<file path="src/hdl/btree_node_sector_map_unit_assert.svh">
// Assertion macros for the B-tree node sector map unit.
// Included by the RTL files that check their own logic; no other dependencies.
`ifndef BTREE_NODE_SECTOR_MAP_UNIT_ASSERT_SVH
`define BTREE_NODE_SECTOR_MAP_UNIT_ASSERT_SVH

`ifndef SYNTHESIS

// ante holds now -> cons holds in the same cycle
`define BNSM_ASSERT_IMP(lbl, clk, rst_n, ante, cons, msg) \
	lbl: assert property (@(posedge clk) disable iff (!rst_n) (ante) |-> (cons)) \
		else $error(msg);

// ante holds now -> cons holds in the next cycle
`define BNSM_ASSERT_NXT(lbl, clk, rst_n, ante, cons, msg) \
	lbl: assert property (@(posedge clk) disable iff (!rst_n) (ante) |=> (cons)) \
		else $error(msg);

`else

`define BNSM_ASSERT_IMP(lbl, clk, rst_n, ante, cons, msg)
`define BNSM_ASSERT_NXT(lbl, clk, rst_n, ante, cons, msg)

`endif

`endif

</file>
<file path="src/hdl/bnsm_pkg.sv">
// Shared types and constants of the B-tree node sector map unit.
// No dependencies; imported by the interfaces and the top level.
package bnsm_pkg;

	// extent table geometry
	localparam int EXTENT_SLOTS = 8;
	localparam int IDX_W        = (EXTENT_SLOTS > 1) ? $clog2(EXTENT_SLOTS) : 1;
	localparam int SLOT_W       = 3;
	localparam int SLOT_EXT_W   = 5;

	// field widths
	localparam int NODE_SIZE_W = 16;
	localparam int BLOCK_W     = 21;
	localparam int SECTOR_W    = 13;
	localparam int WORD_W      = 32;
	localparam int SECT_OUT_W  = 64;
	localparam int CNT_W       = 7;

	// configuration port
	localparam int CFG_IDX_W  = 2;
	localparam int CFG_DATA_W = 32;
	localparam logic [CFG_IDX_W-1:0] CFG_NODE_SIZE    = 2'd0;
	localparam logic [CFG_IDX_W-1:0] CFG_BLOCK_SIZE   = 2'd1;
	localparam logic [CFG_IDX_W-1:0] CFG_SECTOR_SIZE  = 2'd2;
	localparam logic [CFG_IDX_W-1:0] CFG_FIRST_SECTOR = 2'd3;

	// input modes and result status
	localparam logic MODE_WRITE     = 1'b0;
	localparam logic MODE_TRANSLATE = 1'b1;
	localparam logic STATUS_MAPPED  = 1'b0;
	localparam logic STATUS_UNMAPPED = 1'b1;

	localparam logic [CNT_W-1:0] CNT_MAX = 7'h7F;

	typedef struct packed {
		logic              mode;
		logic [SLOT_W-1:0] slot;
		logic [WORD_W-1:0] extent_first_block;
		logic [WORD_W-1:0] extent_length;
		logic [WORD_W-1:0] node_idx;
	} req_t;

	typedef struct packed {
		logic [SECT_OUT_W-1:0] node_sector;
		logic [CNT_W-1:0]      sector_count;
		logic                  status;
	} rsp_t;

endpackage

</file>
<file path="src/hdl/bnsm_req_if.sv">
// Request channel of the B-tree node sector map unit: valid, ready, payload.
// Depends on bnsm_pkg.
interface bnsm_req_if import bnsm_pkg::*; ();
	logic valid;
	logic ready;
	req_t payload;

	modport source (output valid, output payload, input ready);
	modport sink   (input valid, input payload, output ready);
endinterface

</file>
<file path="src/hdl/bnsm_rsp_if.sv">
// Result channel of the B-tree node sector map unit: valid, ready, payload.
// Depends on bnsm_pkg.
interface bnsm_rsp_if import bnsm_pkg::*; ();
	logic valid;
	logic ready;
	rsp_t payload;

	modport source (output valid, output payload, input ready);
	modport sink   (input valid, input payload, output ready);
endinterface

</file>
<file path="src/hdl/btree_node_sector_map_unit.sv">
// B-tree node sector map unit: node number to first device sector and sector count.
// Depends on bnsm_pkg, bnsm_req_if, bnsm_rsp_if and the assertion macro header.
// Slot writes: one per cycle while the unit is idle. Translate: one shared restoring divider runs 48+21+21+16
// steps, then the walk visits one slot a cycle; the result loads once the result channel is free, and
// only then is a new request taken (a zero block or sector size goes straight to an error result).
// Asynchronous reset: configuration registers to defaults, extent table cleared, channels idle.
`include "btree_node_sector_map_unit_assert.svh"

module btree_node_sector_map_unit import bnsm_pkg::*; (
	input  logic                  clk,
	input  logic                  arst_n,
	input  logic                  cfg_we,
	input  logic [CFG_IDX_W-1:0]  cfg_index,
	input  logic [CFG_DATA_W-1:0] cfg_data,
	bnsm_req_if.sink              req,
	bnsm_rsp_if.source            rsp
);

	localparam int DIV_W  = 48;
	localparam int STEP_W = 6;

	localparam logic [3:0] ST_IDLE    = 4'd0;
	localparam logic [3:0] ST_MUL     = 4'd1;
	localparam logic [3:0] ST_DIV_BLK = 4'd2;
	localparam logic [3:0] ST_DIV_PER = 4'd3;
	localparam logic [3:0] ST_DIV_OFF = 4'd4;
	localparam logic [3:0] ST_DIV_CNT = 4'd5;
	localparam logic [3:0] ST_WALK    = 4'd6;
	localparam logic [3:0] ST_MUL2    = 4'd7;
	localparam logic [3:0] ST_SUM     = 4'd8;
	localparam logic [3:0] ST_DONE    = 4'd9;

	localparam logic [IDX_W-1:0] LAST_SLOT = IDX_W'(EXTENT_SLOTS - 1);

	// configuration registers
	logic [NODE_SIZE_W-1:0] node_size_q;
	logic [BLOCK_W-1:0]     block_size_q;
	logic [SECTOR_W-1:0]    sector_size_q;
	logic [WORD_W-1:0]      first_sector_q;

	// extent table
	logic [WORD_W-1:0] ext_start_q [EXTENT_SLOTS];
	logic [WORD_W-1:0] ext_count_q [EXTENT_SLOTS];

	// sequencer and work registers
	logic [3:0]             state_q;
	logic                   err_q;
	logic [WORD_W-1:0]      node_q;
	logic [WORD_W-1:0]      remaining_q;
	logic [BLOCK_W-1:0]     inblk_q;
	logic [BLOCK_W-1:0]     perblk_q;
	logic [WORD_W:0]        base_q;
	logic [CNT_W-1:0]       cnt_q;
	logic [IDX_W-1:0]       walk_k_q;
	logic [WORD_W-1:0]      blk_q;
	logic [WORD_W+BLOCK_W-1:0] prod2_q;
	logic [SECT_OUT_W-1:0]  sector_q;

	// shared divider
	logic [DIV_W-1:0]   div_num_q;
	logic [BLOCK_W-1:0] div_rem_q;
	logic [BLOCK_W-1:0] div_den_q;
	logic [STEP_W-1:0]  div_step_q;

	// output register
	logic                  rsp_valid_q;
	logic [SECT_OUT_W-1:0] rsp_sector_q;
	logic [CNT_W-1:0]      rsp_cnt_q;
	logic                  rsp_status_q;

	logic [SLOT_EXT_W-1:0] slot_ext;
	logic                  req_fire;
	logic                  rsp_fire;

	logic [BLOCK_W:0]   div_shift;
	logic [BLOCK_W:0]   div_diff;
	logic               div_ge;
	logic [BLOCK_W-1:0] div_rem_nx;
	logic [DIV_W-1:0]   div_num_nx;
	logic               div_last;
	logic [NODE_SIZE_W-1:0] cnt_quot;
	logic [CNT_W-1:0]   cnt_sat;
	logic [WORD_W-1:0]  walk_count;
	logic [WORD_W-1:0]  walk_start;

	assign req.ready = (state_q == ST_IDLE);
	assign req_fire  = req.valid && req.ready;
	assign rsp_fire  = rsp_valid_q && rsp.ready;
	assign slot_ext  = SLOT_EXT_W'(req.payload.slot);

	assign rsp.valid                = rsp_valid_q;
	assign rsp.payload.node_sector  = rsp_sector_q;
	assign rsp.payload.sector_count = rsp_cnt_q;
	assign rsp.payload.status       = rsp_status_q;

	// one restoring divide step: shift in next dividend bit, subtract if it fits
	assign div_shift  = {div_rem_q, div_num_q[DIV_W-1]};
	assign div_diff   = div_shift - {1'b0, div_den_q};
	assign div_ge     = (div_shift >= {1'b0, div_den_q});
	assign div_rem_nx = div_ge ? div_diff[BLOCK_W-1:0] : div_shift[BLOCK_W-1:0];
	assign div_num_nx = {div_num_q[DIV_W-2:0], div_ge};
	assign div_last   = (div_step_q == '0);

	// sectors per node, clipped to the field
	assign cnt_quot = div_num_nx[NODE_SIZE_W-1:0];
	assign cnt_sat  = (cnt_quot > NODE_SIZE_W'(CNT_MAX)) ? CNT_MAX : cnt_quot[CNT_W-1:0];

	assign walk_count = ext_count_q[walk_k_q];
	assign walk_start = ext_start_q[walk_k_q];

	// configuration writes
	always_ff @(posedge clk or negedge arst_n) begin
		if (!arst_n) begin
			node_size_q    <= NODE_SIZE_W'(4096);
			block_size_q   <= BLOCK_W'(4096);
			sector_size_q  <= SECTOR_W'(512);
			first_sector_q <= '0;
		end else if (cfg_we) begin
			unique case (cfg_index)
				CFG_NODE_SIZE:    node_size_q    <= cfg_data[NODE_SIZE_W-1:0];
				CFG_BLOCK_SIZE:   block_size_q   <= cfg_data[BLOCK_W-1:0];
				CFG_SECTOR_SIZE:  sector_size_q  <= cfg_data[SECTOR_W-1:0];
				CFG_FIRST_SECTOR: first_sector_q <= cfg_data[WORD_W-1:0];
				default: ;
			endcase
		end
	end

	// extent table: slot writes, out-of-range slots dropped
	always_ff @(posedge clk or negedge arst_n) begin
		if (!arst_n) begin
			for (int i = 0; i < EXTENT_SLOTS; i++) begin
				ext_start_q[i] <= '0;
				ext_count_q[i] <= '0;
			end
		end else if (req_fire && req.payload.mode == MODE_WRITE &&
				slot_ext < SLOT_EXT_W'(EXTENT_SLOTS)) begin
			ext_start_q[slot_ext[IDX_W-1:0]] <= req.payload.extent_first_block;
			ext_count_q[slot_ext[IDX_W-1:0]] <= req.payload.extent_length;
		end
	end

	// sequencer
	always_ff @(posedge clk or negedge arst_n) begin
		if (!arst_n) begin
			state_q <= ST_IDLE;
			err_q   <= 1'b0;
		end else begin
			unique case (state_q)
				ST_IDLE: begin
					if (req_fire && req.payload.mode == MODE_TRANSLATE) begin
						if (block_size_q == '0 || sector_size_q == '0) begin
							err_q   <= 1'b1;
							state_q <= ST_DONE;
						end else begin
							err_q   <= 1'b0;
							state_q <= ST_MUL;
						end
					end
				end
				ST_MUL:     state_q <= ST_DIV_BLK;
				ST_DIV_BLK: if (div_last) state_q <= ST_DIV_PER;
				ST_DIV_PER: if (div_last) state_q <= ST_DIV_OFF;
				ST_DIV_OFF: if (div_last) state_q <= ST_DIV_CNT;
				ST_DIV_CNT: if (div_last) state_q <= ST_WALK;
				ST_WALK: begin
					if (walk_count == '0) begin
						err_q   <= 1'b1;
						state_q <= ST_DONE;
					end else if (remaining_q < walk_count) begin
						state_q <= ST_MUL2;
					end else if (walk_k_q == LAST_SLOT) begin
						err_q   <= 1'b1;
						state_q <= ST_DONE;
					end
				end
				ST_MUL2: state_q <= ST_SUM;
				ST_SUM:  state_q <= ST_DONE;
				ST_DONE: if (!rsp_valid_q || rsp.ready) state_q <= ST_IDLE;
				default: state_q <= ST_IDLE;
			endcase
		end
	end

	// datapath: operand loads for the shared divider, walk and final sum
	always_ff @(posedge clk) begin
		case (state_q) inside
			ST_IDLE: node_q <= req.payload.node_idx;
			ST_MUL: begin
				div_num_q  <= {(DIV_W-WORD_W)'(0), node_q} * node_size_q;
				div_den_q  <= block_size_q;
				div_rem_q  <= '0;
				div_step_q <= STEP_W'(DIV_W - 1);
			end
			ST_DIV_BLK, ST_DIV_PER, ST_DIV_OFF, ST_DIV_CNT: begin
				if (div_last) begin
					div_rem_q <= '0;
					div_den_q <= BLOCK_W'(sector_size_q);
					case (state_q)
						ST_DIV_BLK: begin
							remaining_q <= div_num_nx[WORD_W-1:0];
							inblk_q     <= div_rem_nx;
							div_num_q   <= {block_size_q, (DIV_W-BLOCK_W)'(0)};
							div_step_q  <= STEP_W'(BLOCK_W - 1);
						end
						ST_DIV_PER: begin
							perblk_q   <= div_num_nx[BLOCK_W-1:0];
							div_num_q  <= {inblk_q, (DIV_W-BLOCK_W)'(0)};
							div_step_q <= STEP_W'(BLOCK_W - 1);
						end
						ST_DIV_OFF: begin
							base_q     <= {1'b0, first_sector_q} +
								(WORD_W+1)'(div_num_nx[BLOCK_W-1:0]);
							div_num_q  <= {node_size_q, (DIV_W-NODE_SIZE_W)'(0)};
							div_step_q <= STEP_W'(NODE_SIZE_W - 1);
						end
						default: begin
							cnt_q    <= cnt_sat;
							walk_k_q <= '0;
						end
					endcase
				end else begin
					div_num_q  <= div_num_nx;
					div_rem_q  <= div_rem_nx;
					div_step_q <= div_step_q - STEP_W'(1);
				end
			end
			ST_WALK: begin
				blk_q       <= walk_start + remaining_q;
				remaining_q <= remaining_q - walk_count;
				walk_k_q    <= walk_k_q + IDX_W'(1);
			end
			ST_MUL2: prod2_q <= blk_q * perblk_q;
			ST_SUM:  sector_q <= SECT_OUT_W'(prod2_q) + SECT_OUT_W'(base_q);
			default: ;
		endcase
	end

	// output register; a new result loads only once the previous one is taken
	always_ff @(posedge clk or negedge arst_n) begin
		if (!arst_n) begin
			rsp_valid_q <= 1'b0;
		end else if (state_q == ST_DONE && (!rsp_valid_q || rsp.ready)) begin
			rsp_valid_q <= 1'b1;
		end else if (rsp_fire) begin
			rsp_valid_q <= 1'b0;
		end
	end

	always_ff @(posedge clk) begin
		if (state_q == ST_DONE && (!rsp_valid_q || rsp.ready)) begin
			rsp_sector_q <= err_q ? '0 : sector_q;
			rsp_cnt_q    <= err_q ? '0 : cnt_q;
			rsp_status_q <= err_q ? STATUS_UNMAPPED : STATUS_MAPPED;
		end
	end

	// checks
	`BNSM_ASSERT_NXT(a_xlate_leaves_idle, clk, arst_n,
		req_fire && req.payload.mode == MODE_TRANSLATE, state_q != ST_IDLE,
		"translate transaction did not start the sequencer")
	`BNSM_ASSERT_IMP(a_walk_in_range, clk, arst_n,
		state_q == ST_WALK, walk_k_q <= LAST_SLOT, "extent walk ran past the table")
	`BNSM_ASSERT_IMP(a_div_nonzero, clk, arst_n,
		state_q == ST_DIV_BLK || state_q == ST_DIV_PER || state_q == ST_DIV_OFF ||
		state_q == ST_DIV_CNT, div_den_q != '0, "divider running with zero divisor")
	`BNSM_ASSERT_IMP(a_err_zero_payload, clk, arst_n,
		rsp_valid_q && rsp_status_q == STATUS_UNMAPPED,
		rsp_sector_q == '0 && rsp_cnt_q == '0, "error result with nonzero payload")

endmodule
</file>
<file path="src/flat_wrapper.sv">
// flat-port wrapper written by rule: the top's interface ports become plain ports
module btree_node_sector_map_unit_flat import bnsm_pkg::*;
  (clk, arst_n, cfg_we, cfg_index, cfg_data, req_valid, req_payload, req_ready, rsp_valid, rsp_payload, rsp_ready);
  bnsm_req_if req_i ();
  bnsm_rsp_if rsp_i ();
  input  logic clk;
  input  logic arst_n;
  input  logic cfg_we;
  input  logic [CFG_IDX_W-1:0] cfg_index;
  input  logic [CFG_DATA_W-1:0] cfg_data;
  input wire logic [$bits(req_i.valid)-1:0] req_valid;
  input wire logic [$bits(req_i.payload)-1:0] req_payload;
  output wire logic [$bits(req_i.ready)-1:0] req_ready;
  output wire logic [$bits(rsp_i.valid)-1:0] rsp_valid;
  output wire logic [$bits(rsp_i.payload)-1:0] rsp_payload;
  input wire logic [$bits(rsp_i.ready)-1:0] rsp_ready;
  assign req_i.valid = req_valid;
  assign req_i.payload = req_payload;
  assign req_ready = req_i.ready;
  assign rsp_valid = rsp_i.valid;
  assign rsp_payload = rsp_i.payload;
  assign rsp_i.ready = rsp_ready;
  btree_node_sector_map_unit u_core (.clk(clk), .arst_n(arst_n), .cfg_we(cfg_we), .cfg_index(cfg_index), .cfg_data(cfg_data), .req(req_i), .rsp(rsp_i));
endmodule
</file>
<file path="config.mk">
export PLATFORM = sky130hd
export DESIGN_NAME = btree_node_sector_map_unit_flat
export DESIGN_NICKNAME = d
export VERILOG_FILES = /design/src/hdl/bnsm_pkg.sv /design/src/hdl/bnsm_req_if.sv /design/src/hdl/bnsm_rsp_if.sv /design/src/hdl/btree_node_sector_map_unit.sv /design/src/flat_wrapper.sv
export VERILOG_INCLUDE_DIRS = /design/src /design/src/hdl
export SDC_FILE = /design/constraint.sdc
export NUM_CORES = 2
export LEC_CHECK = 0
export ABC_CLOCK_PERIOD_IN_PS = 8100
export BUFFER_PORTS_ARGS = -buffer_cell sky130_fd_sc_hd__clkbuf_2
export CAP_MARGIN = 0
export CORE_ASPECT_RATIO = 0.7
export CORE_MARGIN = 2
export CORE_UTILIZATION = 55
export DETAILED_ROUTE_END_ITERATION = 12
export PLACE_DENSITY = 0.77
export SETUP_SLACK_MARGIN = 0.4
export SLEW_MARGIN = 10
export SYNTH_ARGS = -nofsm -noshare
export SYNTH_HDL_FRONTEND = slang
export SYNTH_SLANG_ARGS = --single-unit
</file>
<file path="constraint.sdc">
create_clock -name clk -period 8.1 [get_ports clk]
set_clock_uncertainty 0.2 [all_clocks]
set_input_delay 2.025 -clock clk [delete_from_list [all_inputs] [get_ports clk]]
set_output_delay 2.025 -clock clk [all_outputs]
set_load 0.01 [all_outputs]
</file>
---- Word level (Yosys, flattened, before mapping) ----
Index checks and enable logic that the tools add are counted.
cells by class
  add/sub/neg operators ................... 7
  multiply operators ...................... 2
  divide/modulo/power cells ............... 0
  magnitude comparators ................... 7
  equal/unequal tests ..................... 27
  shift operators ......................... 0
  mux-type cells .......................... 51
  bitwise gates (word level) .............. 9
  reduce and logical (&&, ||, !) cells .... 43
operators with widths
  operator               number
  $bwmux W256            2
  $mux W32               9
  $bmux W32 S3           2
  $mux W48               3
  $pmux W48 S3           1
  $mux W21               6
  $demux W32 S3          1
  $add A53 B33 Y54       1
  $mul A32 B21 Y53       1
  $mul A32 B16 Y48       1
  $mux W4                10
  $pmux W4 S10           1
  $reduce_and A5 Y1      7
  $add A32 B21 Y33       1
  $add A32 B32 Y32       1
  $logic_not A32 Y1      1
  $lt A32 B32 Y1         1
  $sub A32 B32 Y32       1
  $ge A22 B21 Y1         1
  $logic_not A21 Y1      1
  $sub A21 B21 Y21       1
  $eq A4 B3 Y1 const B   4
  $gt A16 B7 Y1 const B  1
  $logic_not A13 Y1      1
  other kinds (40)       87
word-level totals
  flip-flop bits (word level) ............. 1066
  latch bits .............................. 0
  bits in writable memories ............... 0
  ROM bits ................................ 0
  input bits .............................. 139
  output and inout bits ................... 74
  word-level logic and storage cells ...... 186
  memories ................................ 0

---- Longest topological paths before layout ----
  depth after elaboration ................. 8
  gate-level depth with buffers ........... 27
  gate-level depth less buffers ........... 26

---- Worst setup path before layout ----
Ideal clock, no wire load.
  path type ............................... register -> register
  from .................................... register u_core.state_q[3]
  to ...................................... register u_core.sector_q[0] (enable)
  library setup time ...................... 0.619 ns
  arrival time ............................ 6.552 ns
  data required time ...................... 7.281 ns
  path slack .............................. 0.729 ns
  cell stages (with the launch flop) ...... 4
  buffers on the path ..................... 2
  clock period less this slack ............ 7.371 ns
  cells stage by stage .................... dfrtp_1 -> clkbuf_1 -> buf_1 -> nor4b_1
on the way
  longest elaborated chain between the ends .. 4
  elaborated cells between the ends (all ways) .. 16
  classes of those cells .................. eq/ne: 8; bitwise: 5; reduce/logical: 3
RTL lines
  what                                                           RTL line                           source
  from (decl)                                                    btree_node_sector_map_unit.sv:46   logic [3:0] state_q;
  from (signal assigned)                                         btree_node_sector_map_unit.sv:146  state_q <= ST_IDLE;
  from (signal assigned)                                         btree_node_sector_map_unit.sv:154  state_q <= ST_DONE;
  from (signal assigned)                                         btree_node_sector_map_unit.sv:157  state_q <= ST_MUL;
  $eq A4 B3 Y1 (no source line) or $eq A4 B2 Y1 (tied branches)  n/a
  $reduce_or A4 Y1                                               btree_node_sector_map_unit.sv:187  case (state_q) inside
  $not A1 Y1 (no source line)                                    n/a
  $reduce_and A6 Y1 (no source line) *                           n/a
  to (signal assigned)                                           btree_node_sector_map_unit.sv:234  ST_SUM: sector_q <= SECT_OUT_W'(prod2_q) + SECT_OUT_W'(base_q);
  to (decl)                                                      btree_node_sector_map_unit.sv:57   logic [SECT_OUT_W-1:0] sector_q;
Mark *: on every way between the ends. The rest lies on a longest branch, timed or not.
A chain may end at the register's enable or synchronous reset.

---- Worst setup path in the final report ----
  from .................................... register u_core.perblk_q[9]
  to ...................................... register u_core.prod2_q[52], data pin
on the way
  longest elaborated chain between the ends .. 1
RTL lines
  what                    RTL line                           source
  from (decl)             btree_node_sector_map_unit.sv:51   logic [BLOCK_W-1:0] perblk_q;
  from (signal assigned)  btree_node_sector_map_unit.sv:207  perblk_q <= div_num_nx[BLOCK_W-1:0];
  $mul A32 B21 Y53        btree_node_sector_map_unit.sv:233  ST_MUL2: prod2_q <= blk_q * perblk_q;
  to (signal assigned)    btree_node_sector_map_unit.sv:233
  to (decl)               btree_node_sector_map_unit.sv:56   logic [WORD_W+BLOCK_W-1:0] prod2_q;
Every way passes these cells.

==> metrics.md <==
| Metric | Value |
|---|---|
| FILL cells | 12.4k |
| First DRT Iteration DRCs | 5638 |
| DR vias/cell | 5.89 |
| Pre-Repair DR Iteration Count | 8 |
| CP startpoint kind | flip-flop |
| GP Congestion | 0.980 |
| Mapped cell area | 87400 sq um |
| Sum of negative setup slack | 0 ns |
| Post-route DRC | 0 |
| Clk slew on worst S/H paths | 0.07 ns |
| Final min period | 7.64 ns |
| Critical Path End Type | flip-flop |
| Port bufs | 202 |
| Critical path class | flip-flop to flip-flop |
| Area Overhead vs Synth | 9.65% |
| Max Fclk | 131 MHz |
| CP Data Arrival Time | 7.93 ns |
| CTS tree | yes |
| Pin count of the biggest net entering global routing | 162 |
| Die width | 481 microns |
| Pwr Density | 353 nW/um^2 |
| Final core utilization | 0.607 |
| Routed Antenna Nets | 0 |
| Synth Register Bits | 1046 |
| Number of global-route vias before repair | 63.1k |
| Post-synth EDFFs | 446 |
| Buffers plus inverters on the worst setup path | 6 |
| Num CTS Buffers | 101 |
| HP Class | flip-flop to flip-flop |
| Setup violators final | 0 |
| Cell Rows | 122 |
| Largest stage delay, worst path | 0.59 ns |
| Initial core utilization | 0.553 |
| H-tree depth | 3 |
| Worst-Margin Slew | 1.16 ns |
| Finished Cell Area | 95900 sq um |
| Fin. max-slew vios | 0 |
| CTS Root Cell | clkbuf_16 |
| Clock Latency Late Sink | 0.78 ns |
| Total global routing overflow | 0 |
| WL/cell | 22.7 microns |
| Crit-path max FO | 13 |
| Fin crit share | 0.943 |
| Static Leak | 46.0 nW |
| Synth Warn # | 0 |
| Die ar. | 162000 sq um |
| CORE AREA | 158000 sq um |
| Dpl cell area | 91000 sq um |
| Hold buffer count at cts | 0 |
| Async S/R FF share, synth | 0.574 |
| Post-Route WL | 234 mm |
| Crit path max-delay family | adder cells |
| Gate Count Post-Synth | 7922 |
| Fin nets | 9676 |
| Status | finished clean |
| Avg Cell Area, Syn | 11.0 sq um |
| Non-Filler Instances | 10.3k |
| First-pass GRT wire length | 365 mm |
| Peak VDD IR | 0.00150 V |
| Sink Count | 1046 |
| CP most frequent cell | fa_1 |
| Initial antenna violation count | 16 |
| Worst-case clock buffer depth | 3 |
| I/O pins | 213 |
| CP max-delay cell | fa_1 |
| Hpwl dp | 173 mm |
| Vias | 60.8k |
| Placed cells | 10.0k |
| Share of layout cells above drive strength 1 | 0.184 |
| Unrepaired setup endpoints after global routing | true |
| Max Cap Viol | 0 |
| Final-report hold violation count | 0 |
| Die Y | 338 microns |
| Top FF cell, synth | dfrtp_1 |
| Req. time, crit path | 8.39 ns |
| Max-slew headroom | 0.228 |
| Sequential fraction of the synthesis area | 0.325 |
| Post-synth cell types | 93 |
| GRT Overall Usage | 0.291 |
-- timing repair --
item,in CTS,in global routing
endpoints found under the setup margin,6,22
buffers inserted,48,74
gates cloned,0,0
resized for setup,3,35
pin swaps,0,2
hold endpoints to repair,0,0
-- routing by layer --
layer / vias to the layer above / part of all wire / wire length, microns / GRT usage
li1: 26400 / - / - / -
met1: 30900 / 0.42 / 97800 / 0.413
met2: 2985 / 0.44 / 104000 / 0.440
met3: 564 / 0.10 / 23400 / 0.0704
met4: 16 / 0.039 / 9120 / 0.102
met5: - / 0.0013 / 309 / 0
-- sequential cells by signal, summed over array words and instances (netlist names), 32 cells and up --
register,flops
u_core.ext_count_q,256
u_core.ext_start_q,256
u_core.rsp_sector_q,54
u_core.sector_q,54
u_core.prod2_q,53
u_core.div_num_q,48
u_core.base_q,33
u_core.blk_q,32
u_core.first_sector_q,32
u_core.node_q,32
u_core.remaining_q,32
-- worst paths after layout --
| check | from | endpoint | slack (ns) | cells past startpoint |
|---|---|---|---|---|
| worst max-delay path | u_core.perblk_q[9] | u_core.prod2_q[52] | 0.46 | 25 |
| worst min register to register | u_core.ext_start_q[47] | u_core.ext_start_q[47] | 0.29 | 1 |
| worst max register to register | u_core.perblk_q[9] | u_core.prod2_q[52] | 0.46 | 25 |
| max in group asynchronous | arst_n | u_core.ext_start_q[235] | 4.83 | 3 |
| worst min-delay path | u_core.ext_start_q[47] | u_core.ext_start_q[47] | 0.29 | 1 |
| min in group asynchronous | arst_n | u_core.block_size_q[6] | 1.09 | 1 |
-- cells by family after synthesis --
| kind of cell | share of synthesized area |
|---|---|
| DFF | 0.325 |
| and+or+nand+nor | 0.116 |
| xor gates and xnor gates | 0.0223 |
| buffers and inverters | 0.0683 |
| adders and majority gates | 0.287 |
| muxes | 0.118 |
| AOI/OAI and AO/OA | 0.0623 |
| other | 0.0000429 |
-- cell usage in the layout (no fill, tap or decap), types with 141 or more instances in the layout --
cell type,n
xnor2_1,141
and2_1,545
nand2_1,888
mux2_2,615
edfxtp_1,446
a21oi_1,210
inv_1,1163
nor2_1,170
fa_1,989
ha_1,421
dfrtp_1,586
clkbuf_2,201
buf_4,260
-- report_power, final --
| group | leakage (nW) | internal [mW] | switching [mW] |
|---|---|---|---|
| sequential | 12.2 | 5.97 | 0.473 |
| combinational | 32.1 | 8.75 | 13.6 |
| clock | 1.74 | 2.84 | 2.23 |
| total | 46.0 | 17.6 | 16.3 |
-- cells in the mapped netlist (30+ instances only) --
library cell	number	area (sq um)
dfrtp_1	597	14900
buf_2	31	155
ha_1	425	5320
clkbuf_1	330	1240
nor2_1	177	664
and3_1	48	300
xor2_1	82	718
nand3_1	83	415
mux2_2	615	6930
inv_1	1163	4370
nor2b_1	94	588
fa_1	990	19800
o21ai_0	136	681
o21bai_1	36	270
nand2_1	890	3340
and2_1	546	3420
xnor2_1	141	1230
nand2b_1	38	238
mux4_2	128	2880
a21oi_1	217	1090
a211oi_1	31	233
mux2i_1	37	370
nand4_1	30	188
edfxtp_1	446	13400
a21o_1	125	938
o21a_1	40	300
nor3_1	57	285
-- per-stage QoR --
| step | hold WS (ns) | power (mW) | setup WS (ns) |
|---|---|---|---|
| after floorplan | 0.223 | 22.2 | 0.729 |
| after global placement | 0.263 | 27.9 | 0.235 |
| after detailed placement | 0.271 | 28.4 | 0.0519 |
| after CTS | 0.286 | 33.6 | 0.399 |
| after global routing | 0.305 | 36.6 | 0.306 |
| final | 0.286 | 33.9 | 0.458 |
-- cell type report --
type                       instances  area, sq um  share of cell area
clock buffer                     132         2890              0.0301
clock inverter                    57          729             0.00761
timing repair buffer             486         3440              0.0359
sequential                      1046        28400               0.296
inverter                        1163         4370              0.0455
multi-input combinational       5324        53400               0.556
antenna                           13         32.5            0.000339
tap                             2108         2640              0.0275
-- worst reg2reg max path, delay by kind of cell (launching register included) --
kind                       cells  cell delay [ns]
AOI/OAI and AO/OA              9             1.88
xor gates and xnor gates       1             0.12
DFF                            1             0.51
buffers and inverters          6             0.63
and+or+nand+nor                1             0.17
adders and majority gates      8             3.91
(Power assumes the default switching activity.)
